## src/rtl/ccts_pkg.sv

```systemverilog
// Shared types and constants for the cycle-count timestamp splitter.
// Used by ccts_serial_div and cycle_count_timestamp_split_unit.
// No dependencies.
package ccts_pkg;

    // Field and register widths fixed by the interface
    localparam int CLK_MHZ_W  = 10;
    localparam int IN_W       = 32;
    localparam int WRAP_W     = 32;
    localparam int SECONDS_W  = 45;
    localparam int SUBSEC_W   = 10;
    localparam int TOTAL_US_W = 64;
    localparam int APB_ADDR_W = 3;
    localparam int APB_DATA_W = 32;

    // Register map: index taken from the word address
    localparam logic REG_CLOCK_MHZ = 1'b0;

    // Reset value of the clock register and the sub-second radix
    localparam logic [CLK_MHZ_W-1:0] CLK_MHZ_RESET = 10'd168;
    localparam logic [CLK_MHZ_W-1:0] US_PER_MS     = 10'd1000;

    // Sequencer states
    typedef enum logic [1:0]
    {
        ST_IDLE,
        ST_RUN,
        ST_DONE
    } state_t;

    // Control of one bit-serial division stage
    typedef struct packed
    {
        logic clear;
        logic shift;
    } div_ctrl_t;

endpackage

```

## src/rtl/ccts_serial_div.sv

```systemverilog
// One restoring division stage, one dividend bit per cycle while ctrl.shift is set, MSB first.
// Emits a quotient bit each step and keeps the running remainder.
// Depends on ccts_pkg.
module ccts_serial_div
(
    input  logic                           clk,
    input  ccts_pkg::div_ctrl_t            ctrl,
    input  logic [ccts_pkg::CLK_MHZ_W-1:0] divisor,
    input  logic                           bit_in,
    output logic                           q_bit,
    output logic [ccts_pkg::CLK_MHZ_W-1:0] rem
);
    import ccts_pkg::*;

    logic [CLK_MHZ_W-1:0] rem_reg;
    logic [CLK_MHZ_W-1:0] rem_next;
    logic [CLK_MHZ_W:0]   trial;

    // Bring in the next bit, subtract when the divisor fits
    always_comb
    begin
        trial    = {rem_reg, bit_in};
        q_bit    = (trial >= {1'b0, divisor});
        rem_next = rem_reg;
        if (ctrl.clear)
        begin
            rem_next = '0;
        end
        else if (ctrl.shift)
        begin
            if (q_bit)
            begin
                rem_next = CLK_MHZ_W'(trial - {1'b0, divisor});
            end
            else
            begin
                rem_next = trial[CLK_MHZ_W-1:0];
            end
        end
    end

    // Hold the remainder
    always_ff @(posedge clk)
    begin
        rem_reg <= rem_next;
    end

    assign rem = rem_reg;

endmodule

```

## src/rtl/cycle_count_timestamp_split_unit.sv

```systemverilog
// Top level of the cycle-count timestamp splitter.
// Depends on ccts_pkg and ccts_serial_div.
//
// Usage:
//   s_tdata carries one raw sample of a free-running counter (low COUNT_BITS
//   bits used). The block extends it with a wrap count (a sample below the
//   previous one is a wrap), divides the extended count by clock_mhz
//   (0 taken as 1) and splits the microseconds into seconds, ms and us.
//   m_tdata/m_tuser deliver one result per accepted sample, in order.
//   clock_mhz is written over the APB port at byte address 0 (reset 168);
//   write it only while no sample is in flight.
// Operation:
//   Three cascaded restoring dividers (by clock_mhz, by 1000, by 1000)
//   consume one bit of the extended count per cycle; an item is loaded,
//   shifted through all WRAP_W + COUNT_BITS bits and then handed over.
//   One item is worked on at a time.
// Reset:
//   Clears the wrap count, the previous sample and the output valid, and
//   sets clock_mhz to 168.
// Stall:
//   A finished result waits in the output register; the next sample is
//   accepted meanwhile, and its result waits in the divider until the
//   output register is free.
module cycle_count_timestamp_split_unit
#(
    parameter int COUNT_BITS = 32
)
(
    input  logic                            clk,
    input  logic                            rst_n,
    // Input channel
    input  logic                            s_tvalid,
    output logic                            s_tready,
    input  logic [ccts_pkg::IN_W-1:0]       s_tdata,   // [31:0] cycle_count
    // Output channel
    output logic                            m_tvalid,
    input  logic                            m_tready,
    // [44:0] seconds, [54:45] milliseconds, [64:55] microseconds,
    // [128:65] total_microseconds, [135:129] zero
    output logic [135:0]                    m_tdata,
    output logic                            m_tuser,   // [0] wrapped
    // Configuration port
    input  logic                            psel,
    input  logic                            penable,
    input  logic                            pwrite,
    input  logic [ccts_pkg::APB_ADDR_W-1:0] paddr,
    input  logic [ccts_pkg::APB_DATA_W-1:0] pwdata,
    output logic [ccts_pkg::APB_DATA_W-1:0] prdata,
    output logic                            pready
);
    import ccts_pkg::*;

    localparam int EXT_W = WRAP_W + COUNT_BITS;
    localparam int CNT_W = $clog2(EXT_W);

    // Control state
    state_t               state_reg, state_next;
    logic [CNT_W-1:0]     cnt_reg, cnt_next;
    logic [CLK_MHZ_W-1:0] clock_mhz_reg, clock_mhz_next;
    logic [WRAP_W-1:0]    wrap_count_reg, wrap_count_next;
    logic [COUNT_BITS-1:0] last_sample_reg, last_sample_next;
    logic                 out_valid_reg, out_valid_next;

    // Datapath
    logic [EXT_W-1:0]     ext_reg;
    logic [SECONDS_W-1:0] secs_reg;
    logic                 wrapped_reg;
    logic [SECONDS_W-1:0]  out_secs_reg;
    logic [SUBSEC_W-1:0]   out_ms_reg;
    logic [SUBSEC_W-1:0]   out_us_reg;
    logic [TOTAL_US_W-1:0] out_total_reg;
    logic                  out_wrapped_reg;

    logic                  accept;
    logic                  load_out;
    logic                  is_wrap;
    logic [COUNT_BITS-1:0] sample;
    logic                  cfg_write;
    logic [CLK_MHZ_W-1:0]  div_val;
    div_ctrl_t             div_ctrl;
    logic                  q_a, q_b, q_c;
    logic [CLK_MHZ_W-1:0]  rem_a, rem_b, rem_c;

    // Configuration port
    assign pready    = 1'b1;
    assign cfg_write = psel && penable && pwrite && pready && (paddr[2] == REG_CLOCK_MHZ);
    assign prdata    = (paddr[2] == REG_CLOCK_MHZ) ? APB_DATA_W'(clock_mhz_reg) : '0;
    assign clock_mhz_next = cfg_write ? pwdata[CLK_MHZ_W-1:0] : clock_mhz_reg;

    // A zero clock divides by one
    assign div_val = (clock_mhz_reg == '0) ? CLK_MHZ_W'(1) : clock_mhz_reg;

    // Wrap detection on the incoming sample
    assign sample           = s_tdata[COUNT_BITS-1:0];
    assign is_wrap          = (sample < last_sample_reg);
    assign accept           = s_tvalid && s_tready;
    assign wrap_count_next  = (accept && is_wrap) ? wrap_count_reg + WRAP_W'(1) : wrap_count_reg;
    assign last_sample_next = accept ? sample : last_sample_reg;

    // Sequencer: next state and strobes
    always_comb
    begin
        state_next     = state_reg;
        cnt_next       = cnt_reg;
        s_tready       = 1'b0;
        load_out       = 1'b0;
        div_ctrl.clear = 1'b0;
        div_ctrl.shift = 1'b0;
        unique case (state_reg)
            ST_IDLE:
            begin
                s_tready = 1'b1;
                if (s_tvalid)
                begin
                    div_ctrl.clear = 1'b1;
                    cnt_next       = CNT_W'(EXT_W - 1);
                    state_next     = ST_RUN;
                end
            end
            ST_RUN:
            begin
                div_ctrl.shift = 1'b1;
                cnt_next       = cnt_reg - CNT_W'(1);
                if (cnt_reg == '0)
                begin
                    state_next = ST_DONE;
                end
            end
            ST_DONE:
            begin
                if (!out_valid_reg || m_tready)
                begin
                    load_out   = 1'b1;
                    state_next = ST_IDLE;
                end
            end
            default:
            begin
                state_next = ST_IDLE;
            end
        endcase
    end

    // Output register valid: set on load, drop on transfer
    always_comb
    begin
        priority if (load_out)
        begin
            out_valid_next = 1'b1;
        end
        else if (m_tready)
        begin
            out_valid_next = 1'b0;
        end
        else
        begin
            out_valid_next = out_valid_reg;
        end
    end

    // Control registers
    always_ff @(posedge clk or negedge rst_n)
    begin
        if (!rst_n)
        begin
            state_reg       <= ST_IDLE;
            cnt_reg         <= '0;
            clock_mhz_reg   <= CLK_MHZ_RESET;
            wrap_count_reg  <= '0;
            last_sample_reg <= '0;
            out_valid_reg   <= 1'b0;
        end
        else
        begin
            state_reg       <= state_next;
            cnt_reg         <= cnt_next;
            clock_mhz_reg   <= clock_mhz_next;
            wrap_count_reg  <= wrap_count_next;
            last_sample_reg <= last_sample_next;
            out_valid_reg   <= out_valid_next;
        end
    end

    // Extended count shifts out MSB first; the quotient by clock_mhz
    // shifts in at the bottom, so the register ends up holding total us
    always_ff @(posedge clk)
    begin
        if (accept)
        begin
            ext_reg     <= {wrap_count_next, sample};
            wrapped_reg <= is_wrap;
        end
        else if (div_ctrl.shift)
        begin
            ext_reg  <= {ext_reg[EXT_W-2:0], q_a};
            secs_reg <= {secs_reg[SECONDS_W-2:0], q_c};
        end
    end

    // Divide by clock_mhz
    ccts_serial_div u_div_clk
    (
        .clk     (clk),
        .ctrl    (div_ctrl),
        .divisor (div_val),
        .bit_in  (ext_reg[EXT_W-1]),
        .q_bit   (q_a),
        .rem     (rem_a)
    );

    // Divide total us by 1000: remainder is the microsecond part
    ccts_serial_div u_div_us
    (
        .clk     (clk),
        .ctrl    (div_ctrl),
        .divisor (US_PER_MS),
        .bit_in  (q_a),
        .q_bit   (q_b),
        .rem     (rem_b)
    );

    // Divide total ms by 1000: remainder is the millisecond part
    ccts_serial_div u_div_ms
    (
        .clk     (clk),
        .ctrl    (div_ctrl),
        .divisor (US_PER_MS),
        .bit_in  (q_b),
        .q_bit   (q_c),
        .rem     (rem_c)
    );

    // Output register
    always_ff @(posedge clk)
    begin
        if (load_out)
        begin
            out_secs_reg    <= secs_reg;
            out_ms_reg      <= rem_c;
            out_us_reg      <= rem_b;
            out_total_reg   <= TOTAL_US_W'(ext_reg);
            out_wrapped_reg <= wrapped_reg;
        end
    end

    assign m_tvalid = out_valid_reg;
    assign m_tdata  = {7'd0, out_total_reg, out_us_reg, out_ms_reg, out_secs_reg};
    assign m_tuser  = out_wrapped_reg;

    // Assertions
    a_start_run: assert property (@(posedge clk) disable iff (!rst_n)
        accept |=> (state_reg == ST_RUN) && (cnt_reg == CNT_W'(EXT_W - 1)))
        else $error("sample accepted without starting a full division run");

    a_rem_clk: assert property (@(posedge clk) disable iff (!rst_n)
        (state_reg == ST_RUN) |-> (rem_a < div_val))
        else $error("clock divider remainder not below divisor");

    a_rem_sub: assert property (@(posedge clk) disable iff (!rst_n)
        (state_reg == ST_DONE) |-> (rem_b < US_PER_MS) && (rem_c < US_PER_MS))
        else $error("sub-second part out of range");

    a_load: assert property (@(posedge clk) disable iff (!rst_n)
        load_out |=> m_tvalid && (state_reg == ST_IDLE))
        else $error("finished result not presented");

endmodule
```

## config.mk

```make
export PLATFORM = sky130hd
export DESIGN_NAME = cycle_count_timestamp_split_unit
export DESIGN_NICKNAME = d
export VERILOG_FILES = /design/src/rtl/ccts_pkg.sv /design/src/rtl/ccts_serial_div.sv /design/src/rtl/cycle_count_timestamp_split_unit.sv
export SDC_FILE = /design/constraint.sdc
export NUM_CORES = 1
export LEC_CHECK = 0
export ABC_AREA = 1
export ABC_CLOCK_PERIOD_IN_PS = 11700
export CORE_UTILIZATION = 60
export CTS_CLUSTER_DIAMETER = 60
export DETAILED_ROUTE_END_ITERATION = 10
export DONT_BUFFER_PORTS = 1
export PLACE_DENSITY = 0.76
export SETUP_SLACK_MARGIN = 0.15
export SLEW_MARGIN = 20
export SYNTH_ARGS = -nofsm -noshare
export SYNTH_HDL_FRONTEND = slang
export SYNTH_SLANG_ARGS = --single-unit
```

## constraint.sdc

```tcl
create_clock -name clk -period 11.7 [get_ports clk]
set_input_delay 2.34 -clock clk [delete_from_list [all_inputs] [get_ports clk]]
set_output_delay 2.34 -clock clk [all_outputs]
set_load 0.03 [all_outputs]
```

==> flow_metrics.env <==
export IMPL_status="finished, final reports clean"
export IMPL_vias=9475
export IMPL_drtAntennaViolNets=0
export IMPL_critPathMaxFanout=69
export IMPL_maxSlewViolCount=0
export IMPL_ir_worst_vdd_uv=154
export IMPL_die_y_um=161
export IMPL_viasPerCell=5.45
export IMPL_post_cts_setup_buffers=0
export IMPL_overflow=0
export IMPL_synthFlopType="edfxtp_1"
export IMPL_nets=1508
export IMPL_critPathLaunchType="primary input"
export IMPL_fin_setup_tns_ns=0
export IMPL_drive_gt1_share_pct=6.93
export IMPL_leakagePower_nw=6.95
export IMPL_synth_seq_area_share_pct=65.6
export IMPL_yosys_warnings=0
export IMPL_synthCells=1388
export IMPL_wire_per_inst_um=17.1
export IMPL_hp_class="reg -> reg"
export IMPL_cts_resized=0
export IMPL_fin_skew_ns=0.0107
export IMPL_grt_util_all_layers_pct=23.2
export IMPL_async_flop_share_pct=23.5
export IMPL_yosysTopAreaCell="edfxtp_1"
export IMPL_powerDensity_nw_per_um2=253
export IMPL_synth_top_area_share_pct=47.8
export IMPL_cts_tree="yes"
export IMPL_insertion_delay_ns=0.50
export IMPL_drv_cap=0
export IMPL_dp_hpwl_um=19100
export IMPL_drc=0
export IMPL_syn_area_um2=15100
export IMPL_synth_edff_count=240
export IMPL_antenna_cells=0
export IMPL_postCtsHoldBufs=0
export IMPL_ys_ff_latch=353
export IMPL_reg2regPathDepth=8
export IMPL_worstPathArrival_ns=6.49
export IMPL_power_total_mw=4.15
export IMPL_cp_end_kind="flop"
export IMPL_areaGrowthSynthToFinish_pct=8.73
export IMPL_clkTransAtPathRegs_ns=0.06
export IMPL_start_util_pct=61.7
export IMPL_grt_pass1_wl_um=47400
export IMPL_grt_max_degree=86
export IMPL_rrSetupSlack_ns=6.77
export IMPL_clockBufferDepth=3
export IMPL_ys_types=48
export IMPL_fmax_mhz=165
export IMPL_finalCritPeriodShare_pct=51.9
export IMPL_num_io_pins=246
export IMPL_synth_area_top_cells="edfxtp_1 48%, dfrtp_1 13%, nand2_1 11%"
export IMPL_crit_slowest_cell="nor2_2"
export IMPL_drt_total_wl_um=29600
export IMPL_die_area_um2=25800
export IMPL_setup_violations=0
export IMPL_syn_area_per_cell_um2=10.9
export IMPL_min_to="out_secs_reg[44]"
export IMPL_htree_levels=2
export IMPL_cp_required_ns=12.12
export IMPL_holdWs_ns=0.422
export IMPL_rows=57
export IMPL_cts_buffers=35
export IMPL_post_place_cells=1673
export IMPL_relSlewSlack_pct=40.8
export IMPL_drt_iter0_drc=632
export IMPL_r2r_start="state_reg[1]"
export IMPL_cts_sinks=353
export IMPL_period_minus_slack_ns=6.08
export IMPL_min_path_cells=0
export IMPL_coreArea_um2=24500
export IMPL_tightest_slew_ns=0.887
export IMPL_critPathKind="in -> reg"
export IMPL_cpPeakStageDelay_ns=0.95
export IMPL_firstDrtPassIters=5
export IMPL_r2r_end="u_div_us.rem[4]"
export IMPL_critical_path_cell_chain="nand2_2 -> buf_4 -> clkinv_2 -> nor2_2 -> clkinv_2 -> buf_4 -> o21ai_0"
export IMPL_portBuffers=0
export IMPL_grt_antenna_before_repair=0
export IMPL_grt_setup_unrepaired="no"
export IMPL_die_w_um=161
export IMPL_cts_root_buffer="clkbuf_16"
export IMPL_grt_pass1_vias=9297
export IMPL_layoutNonFillerInstCount=1738
export IMPL_hp_start="secs_reg[44]"
export IMPL_gp_congestion=0.949
export IMPL_hold_violations=0
area by class of cell:
type,count,area (um^2)
tap,324,405
sequential,353,9890
timing repair buffer,7,72.6
fill,1827,8060
inverter,111,419
clock inverter,10,120
clock buffer,54,1040
multi-input combinational,879,4460
report_power, final:
| part | internal [mW] | switching, mW |
|---|---|---|
| combinational | 0.328 | 0.651 |
| clock | 0.660 | 0.455 |
| sequential | 1.85 | 0.210 |
| total | 2.83 | 1.32 |
through the flow:
stage	utilization [%]	instance area, um^2	worst slack, ns
2_1_floorplan	-	15200	3.23
3_3_place_gp	62.2	15200	5.11
3_5_place_dp	62.2	15200	5.06
4_1_cts	66.9	16400	5.56
5_1_grt	67.1	16400	5.19
6_report	67.1	16400	5.62
worst max-delay path, delay by kind of cell:
| kind | cells | cell delay (ns) |
|---|---|---|
| compound gates | 1 | 0.26 |
| buf+inv | 4 | 2.79 |
| simple gates | 2 | 0.99 |
cell families after synthesis:
family                     count (synthesis)  synth area share [%]
AOI/OAI and AO/OA                        131                  4.74
xor gates and xnor gates                  32                  1.86
adders and majority gates                 47                  3.95
buffers and inverters                    184                  5.71
DFF                                      353                  65.6
other                                      2                0.0498
and+or+nand+nor                          639                  18.1
worst max-delay path by stage:
stage               cells after the start         endpoint  slack, ns      from
detailed placement                      7  u_div_us.rem[4]       5.06  s_tvalid
floorplan                               2          m_tuser       3.23  m_tready
CTS                                     7  u_div_us.rem[4]       5.56  s_tvalid
global placement                        6      ext_reg[40]       5.11  s_tvalid
global route                            7  u_div_ms.rem[7]       5.19  s_tvalid
finish                                  7  u_div_us.rem[4]       5.62  s_tvalid
metal layers:
metal / track usage (%) / wire length, um
met3: 5.24 / 1830
met4: 7.53 / 721
met5: 0 / 0
met2: 38.4 / 14300
met1: 30.4 / 12800
layout by cell type (no fill, tap or decap), drive strengths merged:
cell type	count
a211oi	1
a21oi	42
a22oi	2
a31oi	3
and2	2
buf	7
bufinv	2
clkbuf	54
clkinv	7
clkinvlp	2
conb	30
dfrtp	80
dfstp	3
dfxtp	30
edfxtp	240
fa	1
ha	46
inv	110
nand2	443
nand3	28
nand3b	9
nand4	45
nor2	89
nor3	16
nor4	6
o211ai	5
o21a	2
o21ai	64
o21bai	1
o22ai	9
o31ai	1
o32ai	1
or2	1
xnor2	7
xor2	25
synthesized netlist by cell type (2+ instances only):
cell / instances
a21oi_1: 42
a22oi_1: 2
a31oi_1: 3
and2_1: 2
buf_2: 16
buf_4: 37
clkbuf_1: 18
conb_1: 2
dfrtp_1: 80
dfstp_2: 3
dfxtp_1: 30
edfxtp_1: 240
ha_1: 46
inv_1: 105
inv_2: 6
nand2_1: 437
nand2_2: 5
nand3_1: 24
nand3_2: 3
nand3b_1: 9
nand4_1: 44
nor2_1: 82
nor2_2: 4
nor2_4: 3
nor3_1: 14
nor3_2: 2
nor4_1: 3
nor4_2: 3
o211ai_1: 5
o21a_1: 2
o21ai_0: 58
o21ai_1: 5
o22ai_1: 8
xnor2_1: 7
xor2_1: 25
Note: power is estimated with default switching activity, not from simulation.
